[config.mk]
export PLATFORM = sky130hd
export DESIGN_NAME = hashed_key_dictionary_table
export DESIGN_NICKNAME = d
export VERILOG_FILES = /design/src/hdl/hkdt_pkg.sv /design/src/hdl/hkdt_cell.sv /design/src/hdl/hashed_key_dictionary_table.sv
export SDC_FILE = /design/constraint.sdc
export NUM_CORES = 2
export LEC_CHECK = 0
export BUFFER_PORTS_ARGS = -buffer_cell sky130_fd_sc_hd__buf_2
export CORE_MARGIN = 5
export CORE_UTILIZATION = 40
export DETAILED_ROUTE_END_ITERATION = 7
export GPL_TIMING_DRIVEN = 0
export SKIP_CTS_REPAIR_TIMING = 1
export SYNTH_ARGS = -nofsm -noshare
export SYNTH_HDL_FRONTEND = slang
export SYNTH_SLANG_ARGS = --single-unit
[constraint.sdc]
create_clock -name clock -period 7.95 [get_ports clock]
set_input_delay 1.59 -clock clock [delete_from_list [all_inputs] [get_ports clock]]
set_output_delay 1.59 -clock clock [all_outputs]
set_load 0.05 [all_outputs]
[src/hdl/hkdt_pkg.sv]
// Shared types and constants for the hashed key dictionary table.
package hkdt_pkg;

   localparam int HASH_W       = 64;
   localparam int VAL_W        = 32;
   localparam int BYTE_W       = 8;
   localparam int COUNT_W      = 5;
   localparam int DEF_CAPACITY = 16;

   localparam logic [HASH_W-1:0] HASH_MULT = 64'h1F;

   typedef enum logic [1:0] {
      MODE_APPEND = 2'd0,
      MODE_REMOVE = 2'd1,
      MODE_GET    = 2'd2,
      MODE_SET    = 2'd3
   } mode_type;

   typedef enum logic [1:0] {
      STAT_DONE    = 2'd0,
      STAT_MISSING = 2'd1,
      STAT_FULL    = 2'd2
   } status_type;

   // operation broadcast to every cell while a token walks the chain
   typedef struct packed {
      logic [HASH_W-1:0] key;
      mode_type          mode;
      logic [VAL_W-1:0]  data;
   } op_type;

   // token handed from cell to cell
   typedef struct packed {
      logic             active;
      logic             found;
      logic [VAL_W-1:0] value;
   } tok_type;

endpackage

[src/hdl/hkdt_cell.sv]
// One table entry: stored hash and value, plus the token stage it hands on.
module hkdt_cell #(
   parameter int CAP   = hkdt_pkg::DEF_CAPACITY,
   parameter int INDEX = 0
) (
   input  logic                               clock,
   input  logic                               reset,
   input  hkdt_pkg::op_type                   op,
   input  logic [$clog2(CAP+1)-1:0]           fill,
   input  hkdt_pkg::tok_type                  tok_in,
   input  logic [hkdt_pkg::HASH_W-1:0]        nxt_hash,
   input  logic [hkdt_pkg::VAL_W-1:0]         nxt_value,
   output hkdt_pkg::tok_type                  tok_out,
   output logic [hkdt_pkg::HASH_W-1:0]        hash,
   output logic [hkdt_pkg::VAL_W-1:0]         value
);
   import hkdt_pkg::*;

   localparam int FW = $clog2(CAP+1);
   localparam logic [FW-1:0] IDX = FW'(INDEX);

   logic [HASH_W-1:0] hash_ff, hash_in;
   logic [VAL_W-1:0]  value_ff, value_in;
   tok_type           tok_ff, tok_in_n;
   logic              occupied;
   logic              hit;

   assign occupied = IDX < fill;
   assign hit      = occupied && (hash_ff == op.key) && !tok_in.found;

   always_comb begin
      hash_in  = hash_ff;
      value_in = value_ff;
      tok_in_n = tok_in;
      if (tok_in.active) begin
         case (op.mode)
            MODE_APPEND: begin
               if (fill == IDX) begin
                  hash_in  = op.key;
                  value_in = op.data;
               end
            end
            MODE_REMOVE: begin
               // from the first match onwards each entry takes its neighbour's
               if (tok_in.found || hit) begin
                  hash_in        = nxt_hash;
                  value_in       = nxt_value;
                  tok_in_n.found = 1'b1;
               end
            end
            MODE_GET: begin
               if (hit) begin
                  tok_in_n.found = 1'b1;
                  tok_in_n.value = value_ff;
               end
            end
            MODE_SET: begin
               if (hit) begin
                  value_in       = op.data;
                  tok_in_n.found = 1'b1;
               end
            end
            default: begin
               tok_in_n = tok_in;
            end
         endcase
      end
   end

   always_ff @(posedge clock) begin
      hash_ff  <= hash_in;
      value_ff <= value_in;
      if (reset) begin
         tok_ff <= '0;
      end else begin
         tok_ff <= tok_in_n;
      end
   end

   assign tok_out = tok_ff;
   assign hash    = hash_ff;
   assign value   = value_ff;

endmodule

[src/hdl/hashed_key_dictionary_table.sv]
// Top level: key hashing, operation control and the chain of entry cells.
//
// Usage: key bytes arrive on the req_ channel, one beat per byte, and each
// nonzero byte folds into a 64-bit hash (hash*31 + byte). A beat with a zero
// key byte ends the key: req_mode picks append, remove, get or set, and
// req_data_in is the value for append and set. That beat launches a token
// through a chain of TABLE_CAPACITY entry cells, one cell per cycle; each
// cell compares its stored hash with the key, the first match acts, and on
// remove later entries move down one place as the token passes them.
// Nonzero key bytes are taken one per cycle while the table is idle. A
// terminating beat's token passes the launch register and each cell's token
// register before the rsp_ result register; no req_ beat is taken in the walk.
// The result sits in an output register; the next key may start streaming
// while it waits. If the receiver stalls when a walk ends, the result is
// held and req_ready stays low until the output register frees.
// Reset empties the table and clears the hash; no clearing pass is needed.
module hashed_key_dictionary_table #(
   parameter int TABLE_CAPACITY = hkdt_pkg::DEF_CAPACITY
) (
   input  logic                               clock,
   input  logic                               reset,
   input  logic                               req_valid,
   output logic                               req_ready,
   input  logic [1:0]                         req_mode,
   input  logic [hkdt_pkg::BYTE_W-1:0]        req_key_byte,
   input  logic [hkdt_pkg::VAL_W-1:0]         req_data_in,
   output logic                               rsp_valid,
   input  logic                               rsp_ready,
   output logic [1:0]                         rsp_status,
   output logic [hkdt_pkg::VAL_W-1:0]         rsp_value_out,
   output logic [hkdt_pkg::COUNT_W-1:0]       rsp_entry_count
);
   import hkdt_pkg::*;

   localparam int CAP = TABLE_CAPACITY;
   localparam int FW  = $clog2(CAP+1);

   typedef enum logic [2:0] {
      ST_IDLE = 3'b001,
      ST_WALK = 3'b010,
      ST_HOLD = 3'b100
   } state_type;

   state_type         state_ff, state_in;
   logic [HASH_W-1:0] hash_ff, hash_in;
   op_type            op_ff, op_in;
   logic [FW-1:0]     fill_ff, fill_in;
   logic              launch_ff, launch_in;

   logic               rsp_valid_ff, rsp_valid_in;
   status_type         rsp_status_ff, rsp_status_in;
   logic [VAL_W-1:0]   rsp_value_ff, rsp_value_in;
   logic [COUNT_W-1:0] rsp_count_ff, rsp_count_in;

   status_type         pend_status_ff, pend_status_in;
   logic [VAL_W-1:0]   pend_value_ff, pend_value_in;
   logic [COUNT_W-1:0] pend_count_ff, pend_count_in;

   tok_type           tok [0:CAP];
   logic [HASH_W-1:0] cell_hash [0:CAP-1];
   logic [VAL_W-1:0]  cell_value [0:CAP-1];
   logic [CAP-1:0]    tok_active;

   logic              req_fire;
   logic              out_free;
   status_type        res_status;
   logic [VAL_W-1:0]  res_value;
   logic [FW-1:0]     res_fill;
   tok_type           tok_end;

   assign tok[0]   = '{active: launch_ff, found: 1'b0, value: '0};
   assign tok_end  = tok[CAP];
   assign req_ready = (state_ff == ST_IDLE);
   assign req_fire  = req_valid && req_ready;
   assign out_free  = !rsp_valid_ff || rsp_ready;

   genvar gi;
   generate
      for (gi = 0; gi < CAP; gi++) begin : g_cell
         localparam int NXT = (gi == CAP-1) ? gi : gi + 1;
         hkdt_cell #(
            .CAP   (CAP),
            .INDEX (gi)
         ) u_cell (
            .clock     (clock),
            .reset     (reset),
            .op        (op_ff),
            .fill      (fill_ff),
            .tok_in    (tok[gi]),
            .nxt_hash  (cell_hash[NXT]),
            .nxt_value (cell_value[NXT]),
            .tok_out   (tok[gi+1]),
            .hash      (cell_hash[gi]),
            .value     (cell_value[gi])
         );
         assign tok_active[gi] = tok[gi+1].active;
      end
   endgenerate

   // outcome once the token leaves the last cell
   always_comb begin
      res_status = STAT_DONE;
      res_value  = '0;
      res_fill   = fill_ff;
      case (op_ff.mode)
         MODE_APPEND: begin
            if (fill_ff >= FW'(CAP)) begin
               res_status = STAT_FULL;
            end else begin
               res_fill = fill_ff + FW'(1);
            end
         end
         MODE_REMOVE: begin
            if (tok_end.found) begin
               res_fill = fill_ff - FW'(1);
            end else begin
               res_status = STAT_MISSING;
            end
         end
         MODE_GET: begin
            if (tok_end.found) begin
               res_value = tok_end.value;
            end else begin
               res_status = STAT_MISSING;
            end
         end
         MODE_SET: begin
            if (!tok_end.found) begin
               res_status = STAT_MISSING;
            end
         end
         default: begin
            res_status = STAT_DONE;
         end
      endcase
   end

   always_comb begin
      state_in       = state_ff;
      hash_in        = hash_ff;
      op_in          = op_ff;
      fill_in        = fill_ff;
      launch_in      = 1'b0;
      rsp_valid_in   = rsp_valid_ff && !rsp_ready;
      rsp_status_in  = rsp_status_ff;
      rsp_value_in   = rsp_value_ff;
      rsp_count_in   = rsp_count_ff;
      pend_status_in = pend_status_ff;
      pend_value_in  = pend_value_ff;
      pend_count_in  = pend_count_ff;
      case (state_ff)
         ST_IDLE: begin
            if (req_fire) begin
               if (req_key_byte != '0) begin
                  // hash*31 as shift and subtract
                  hash_in = (hash_ff << 5) - hash_ff + HASH_W'(req_key_byte);
               end else begin
                  op_in     = '{key: hash_ff, mode: mode_type'(req_mode), data: req_data_in};
                  hash_in   = '0;
                  launch_in = 1'b1;
                  state_in  = ST_WALK;
               end
            end
         end
         ST_WALK: begin
            if (tok_end.active) begin
               fill_in = res_fill;
               if (out_free) begin
                  rsp_valid_in  = 1'b1;
                  rsp_status_in = res_status;
                  rsp_value_in  = res_value;
                  rsp_count_in  = COUNT_W'(res_fill);
                  state_in      = ST_IDLE;
               end else begin
                  pend_status_in = res_status;
                  pend_value_in  = res_value;
                  pend_count_in  = COUNT_W'(res_fill);
                  state_in       = ST_HOLD;
               end
            end
         end
         ST_HOLD: begin
            if (out_free) begin
               rsp_valid_in  = 1'b1;
               rsp_status_in = pend_status_ff;
               rsp_value_in  = pend_value_ff;
               rsp_count_in  = pend_count_ff;
               state_in      = ST_IDLE;
            end
         end
         default: begin
            state_in = ST_IDLE;
         end
      endcase
   end

   always_ff @(posedge clock) begin
      op_ff          <= op_in;
      rsp_status_ff  <= rsp_status_in;
      rsp_value_ff   <= rsp_value_in;
      rsp_count_ff   <= rsp_count_in;
      pend_status_ff <= pend_status_in;
      pend_value_ff  <= pend_value_in;
      pend_count_ff  <= pend_count_in;
      if (reset) begin
         state_ff     <= ST_IDLE;
         hash_ff      <= '0;
         fill_ff      <= '0;
         launch_ff    <= 1'b0;
         rsp_valid_ff <= 1'b0;
      end else begin
         state_ff     <= state_in;
         hash_ff      <= hash_in;
         fill_ff      <= fill_in;
         launch_ff    <= launch_in;
         rsp_valid_ff <= rsp_valid_in;
      end
   end

   assign rsp_valid       = rsp_valid_ff;
   assign rsp_status      = rsp_status_ff;
   assign rsp_value_out   = rsp_value_ff;
   assign rsp_entry_count = rsp_count_ff;

`ifndef SYNTHESIS
   a_fill_bound: assert property (@(posedge clock) disable iff (reset)
      fill_ff <= FW'(CAP))
      else $error("fill count beyond capacity");

   a_one_token: assert property (@(posedge clock) disable iff (reset)
      $onehot0({tok_active, launch_ff}))
      else $error("more than one token in the chain");

   a_token_in_walk: assert property (@(posedge clock) disable iff (reset)
      (launch_ff || tok_active != '0) |-> state_ff == ST_WALK)
      else $error("token moving outside a walk");

   a_term_launch: assert property (@(posedge clock) disable iff (reset)
      (req_fire && req_key_byte == '0) |=> (launch_ff && hash_ff == '0))
      else $error("terminator did not launch a walk");

   a_walk_result: assert property (@(posedge clock) disable iff (reset)
      (state_ff == ST_WALK && tok_end.active && out_free) |=> rsp_valid_ff)
      else $error("walk ended without a result beat");
`endif

endmodule

### Yosys cells after proc, flatten, opt, wreduce, memory -nomap -nowiden

Cells that the tools add are included.

| cells by class | value |
|---|---|
| add/subtract/negate cells | 4 |
| magnitude comparators | 17 |
| bitwise gates (word level) | 7 |
| muxes and demuxes | 234 |
| equal/unequal tests | 89 |
| reductions and logical operators | 116 |

Operators with widths:

| cell | number |
|---|---|
| $mux W32 | 68 |
| $mux W64 | 31 |
| $pmux W64 S2 | 15 |
| $pmux W32 S3 | 15 |
| $eq A64 B64 Y1 | 16 |
| $mux W34 | 16 |
| $mux W33 | 16 |
| $pmux W32 S2 | 2 |
| $ne A2 B1 Y1 const B | 49 |
| $reduce_and A5 Y1 | 15 |
| $reduce_and A4 Y1 | 18 |
| $add A64 B8 Y64 | 1 |
| $sub A64 B64 Y64 | 1 |
| $pmux W1 S3 | 15 |
| $eq A5 B4 Y1 const B | 8 |
| $lt A4 B5 Y1 const A | 8 |
| $mux W1 | 35 |
| $logic_and A1 B1 Y1 | 33 |
| $mux W5 | 5 |
| $eq A5 B3 Y1 const B | 4 |
| $lt A3 B5 Y1 const A | 4 |
| $pmux W5 S2 | 2 |
| $logic_not A1 Y1 | 17 |
| $logic_or A1 B1 Y1 | 16 |
| other kinds (29) | 57 |

| storage, ports and cells | value |
|---|---|
| bits of input ports | 46 |
| logic and storage cells | 561 |
| register bits | 2,330 |

### Logic depth before layout (Yosys ltp)

| depth | value |
|---|---|
| depth after elaboration | 7 |
| depth in mapped cells | 15 |

### Modules after synthesis

Synthesis repeated with hierarchy kept, for this count alone.

| unflattened totals | value |
|---|---|
| cells, all modules | 8,773 |
| area, all modules | 113,423.8 um2 |

Modules (own cells, without submodules):

| module | sequential area each (um2) | cells each | times used | area each (um2) |
|---|---|---|---|---|
| hashed_key_dictionary_table | 6,766.5 | 1,283 | 1 | 13,690.6 |
| hkdt_cell (g_cell[9].u_cell) | 3,563.4 | 477 | 1 | 6,398.6 |
| hkdt_cell (g_cell[7].u_cell) | 3,563.4 | 486 | 1 | 6,349.8 |
| hkdt_cell (g_cell[1].u_cell) | 3,563.4 | 468 | 1 | 6,348.6 |
| hkdt_cell (g_cell[3].u_cell) | 3,563.4 | 464 | 1 | 6,314.8 |
| hkdt_cell (g_cell[15].u_cell) | 3,563.4 | 465 | 1 | 6,288.5 |
| hkdt_cell (g_cell[10].u_cell) | 3,563.4 | 469 | 1 | 6,269.8 |
| hkdt_cell (g_cell[8].u_cell) | 3,563.4 | 493 | 1 | 6,246.0 |
| hkdt_cell (g_cell[11].u_cell) | 3,563.4 | 473 | 1 | 6,242.2 |
| hkdt_cell (g_cell[5].u_cell) | 3,563.4 | 464 | 1 | 6,202.2 |
| hkdt_cell (g_cell[6].u_cell) | 3,563.4 | 460 | 1 | 6,170.9 |
| hkdt_cell (g_cell[14].u_cell) | 3,563.4 | 467 | 1 | 6,167.2 |
| hkdt_cell (g_cell[4].u_cell) | 3,563.4 | 460 | 1 | 6,167.2 |
| hkdt_cell (g_cell[13].u_cell) | 3,563.4 | 463 | 1 | 6,157.2 |
| 3 more rows | - | - | - | - |

### Worst setup path after synthesis

OpenSTA, ideal clock, no wires.

| timing | value |
|---|---|
| path type | reg-to-reg |
| from | reg op_ff[56] (netlist bit) |
| to | reg g_cell[12].u_cell.hash_ff[0], enable pin |
| setup time | 0.581 ns |
| buffers on the path | 1 |
| required time | 7.369 ns |
| slack | 0.660 ns |
| arrival time | 6.709 ns |
| stages on the path, launching flop included | 8 |
| clock period less this slack | 7.290 ns |
| cell sequence | edfxtp_1 > buf_2 > xor2_1 > nor4_1 > nand4_1 > or4_1 > or3_1 > a211oi_1 |

| on the way | value |
|---|---|
| word-level cells in the longest chain between the ends | 6 |

RTL lines:

| item | line | RTL |
|---|---|---|
| start, declared | hashed_key_dictionary_table.sv:46 | `op_type op_ff, op_in;` |
| start signal, assigned | hashed_key_dictionary_table.sv:198 | `op_ff <= op_in;` |
| $eq A64 B64 Y1 | hkdt_cell.sv:29 | `assign hit = occupied && (hash_ff == op.key) && !tok_in.found;` |
| $logic_and A1 B1 Y1 (2 in series) | hkdt_cell.sv:29 |  |
| $logic_or A1 B1 Y1 | hkdt_cell.sv:45 | `if (tok_in.found \|\| hit) begin` |
| $ne A2 B1 Y1 (no line) | - |  |
| $reduce_and A4 Y1 (no line) | - |  |
| end signal, assigned | hkdt_cell.sv:71 | `hash_ff <= hash_in;` |
| end, declared | hkdt_cell.sv:22 | `logic [HASH_W-1:0] hash_ff, hash_in;` |

No other way between the ends.
A chain may end at the register's enable or synchronous reset.

### Worst setup path after layout

| timing | value |
|---|---|
| from | reg op_ff[34] (netlist bit) |
| to | reg g_cell[0].u_cell.hash_ff[36], enable pin |

| on the way | value |
|---|---|
| word-level cells in the longest chain between the ends | 4 |

RTL lines:

| item | line |
|---|---|
| $eq A64 B64 Y1 | hkdt_cell.sv:29 |
| $logic_and A1 B1 Y1 | hkdt_cell.sv:29 |
| $ne A2 B1 Y1 (no line) | - |
| $reduce_and A4 Y1 (no line) | - |
| end signal, assigned | hkdt_cell.sv:71 |
| end, declared | hkdt_cell.sv:22 |

No other way between the ends.

==> out/metrics.cfg <==
[sta]
period_minus_slack_ns=6.95
rsz0062_at_grt=no
max_freq_mhz=144
hold_viol_final=0
fin_skew_ns=0.103
setup_viol=0
tightest_slew_ns=1.63
holdWs_ns=0.414
tns_ns=0
slew_headroom_pct=-9.00
post-route-period-util_pct=87.4
report.final.slew_viol_count=52

[global_route]
antenna_found_initial=29
grt_pass1_vias=71800
grt_util_all_layers_pct=32.7
grt_max_degree=75
grt_overflow=0
grt_first_pass_wirelength_um=609000

[floorplanning]
num_rows=187
die_h_um=519
fp.dieW_um=519
core_um2=259000
top_level_ports=87
start_util_pct=40.1
fp.dieArea_um2=270000

[critical_path]
crit_required_ns=8.56
startpoint_type=flop
critPathKind=flop to flop
cp_max_fo=27
crit_arrival_ns=7.56
crit_path_end_kind=flop

[clock_tree]
numClockSinks=2330
cts_htree_levels=5
clock_path_buffers=4
numCtsBuffers=279
cts_tree=done
cts_root_buffer=clkbuf_16
path_clk_slew_ns=0.06
clk_latency_ns=0.99

[layout]
layout.nets=10200
multi_input_area_um2=37000
seq_area_um2=63800
area_growth_pct=14.8
finish.instance_area_um2=119000
fillCellCount=24200
drive_gt1_share_pct=8.75
final_util_pct=46.0

[power_and_ir_drop]
vdd_drop_max_v=0.000239
p_per_area_nw_per_um2=247
finalPower_mw=29.4
p_leak_nw=46.0

[routing]
viasPerCell=5.50
drt-initial-drc-count=9921
drc=0
wl_um=453000
drt_first_pass_iters=6
wire_per_inst_um=33.2
ant_nets=0
dr_total_vias=74900

[hold_path]
hp-class=flop to flop

[flow_run]
maxCapViolCount=6

[placed_design]
placed_area_um2=110000
portBuffers=85
gp_congestion=1.03
dpl.hpwl_um=362000

[yosys]
synthArstFlopShare_pct=0
synth_warnings=0
syn_nets=9684
synth_flop_cell=edfxtp_1
netlist_instances=9503
synth_area_per_cell_um2=10.9
yosysUniqueCellTypes=79
netlist_area_um2=104000
synth-edff-count=1712
seq_area_frac_synth_pct=61.5
ys_ff_latch=2330

[outcome]
violations=max-capacitance violations, max-slew violations
outcome=finished, violations left

## layout by cell type, fill, tap and decap left out, drive strengths merged, types with 8 or more instances in the layout
master	netlist	final
a21o	23	23
o2bb2ai	10	10
nand3	40	40
dfxtp	618	618
xnor2	549	549
xor2	485	485
a211oi	28	28
buf	181	402
nand2	3019	3019
o211ai	13	13
nor2b	29	29
nor2	582	582
edfxtp	1712	1712
a22oi	22	22
nand4	188	188
or4	10	10
mux2i	482	482
o21a	8	8
and3	77	77
clkbuf	414	773
a221oi	15	15
bufinv	0	15
nor3b	20	20
nand2b	108	108
o21bai	15	15
diode	0	11
o22ai	14	14
nor3	61	61
a31oi	18	18
ha	131	131
clkinv	0	96
nor4	142	142
a21oi	110	110
mux2	40	40
inv	152	159
o21ai	88	88
## cells in the mapped netlist, types with 110 or more instances
| master | number | share of area (%) |
|---|---|---|
| nand4_1 | 188 | 1.1 |
| inv_1 | 149 | 0.54 |
| xnor2_1 | 549 | 4.6 |
| buf_2 | 131 | 0.63 |
| nor2_1 | 582 | 2.1 |
| dfxtp_1 | 618 | 12 |
| nor4_1 | 140 | 0.84 |
| nand2_1 | 3019 | 11 |
| a21oi_1 | 110 | 0.53 |
| mux2i_1 | 482 | 4.7 |
| clkbuf_1 | 414 | 1.5 |
| ha_1 | 131 | 1.6 |
| xor2_1 | 485 | 4.1 |
| edfxtp_1 | 1712 | 50 |
## area by class of cell
class	count	share of cell area [%]
timing repair buffer	221	1.79
multi-input combinational	6426	31.1
clock buffer	359	6.37
buffer	595	2.20
antenna	11	0.0231
clock inverter	125	0.885
sequential	2330	53.6
inverter	152	0.485
tap	3402	3.57
## state kept, by name, indices dropped and copies added (netlist names)
register	count
rsp_status	2
launch_ff	1
state_ff	3
rsp_entry_count	5
g_cell.u_cell.value	512
g_cell.u_cell.tok_out	544
pend_value_ff	32
pend_status_ff	2
pend_count_ff	5
g_cell.u_cell.hash	1024
rsp_value_out	32
op_ff	98
fill_ff	5
rsp_valid	1
hash_ff	64
## critical path, cell delays in order (launching register included)
cell	delay, ns
edfxtp_1	0.41
clkbuf_1	0.82
buf_2	0.62
xor2_1	0.25
nor4_1	0.68
nand4_1	0.16
nor4_1	0.67
nand4_1	0.91
inv_1	0.54
nand2_1	0.16
a21oi_4	0.79
buf_16	0.26
buf_12	0.21
## stage by stage
| step | setup slack [ns] | std cells |
|---|---|---|
| after detailed placement | 1.25 | 13100 |
| final | 0.998 | 13600 |
| after global routing | 1.24 | 13600 |
| after global placement | -6.36 | 13000 |
| after floorplan | 0.660 | 9503 |
| after CTS | 1.20 | 13600 |
## cells by family (layout without fill, tap and decap cells)
family / Yosys count / in the layout / synth area share [%]
simple gates: 4310 / 4310 / 17.3
flops: 2330 / 2330 / 61.5
xor+xnor: 1034 / 1034 / 8.73
buf+inv: 747 / 1452 / 3.06
mux: 522 / 522 / 5.09
compound gates: 425 / 425 / 2.67
fa+ha+maj: 135 / 135 / 1.66
other cells: 0 / 11 / 0
## worst paths after layout
check,startpoint,to,slack [ns],cells after the start
worst max-delay path,op_ff[34],g_cell[0].u_cell.hash[36],1.0,12
worst min-delay path,g_cell[10].u_cell.tok_out[29],g_cell[11].u_cell.tok_out[29],0.41,2
worst max register to register,op_ff[34],g_cell[0].u_cell.hash[36],1.0,12
worst min register to register,g_cell[10].u_cell.tok_out[29],g_cell[11].u_cell.tok_out[29],0.41,2
## power by group
part	internal (mW)	switching, mW	leakage (nW)
registers	13.0	0.191	20.3
clock network	7.21	5.24	4.24
logic	1.37	2.32	21.5
## metal layers
metal	global-route usage (%)	share of wire, %	wire [µm]
met1	46.7	44	199000
met3	8.33	9.4	42600
met2	46.9	41	188000
met5	0	0.0024	11
met4	14.2	5.1	23200
(Power assumes the default switching activity.)
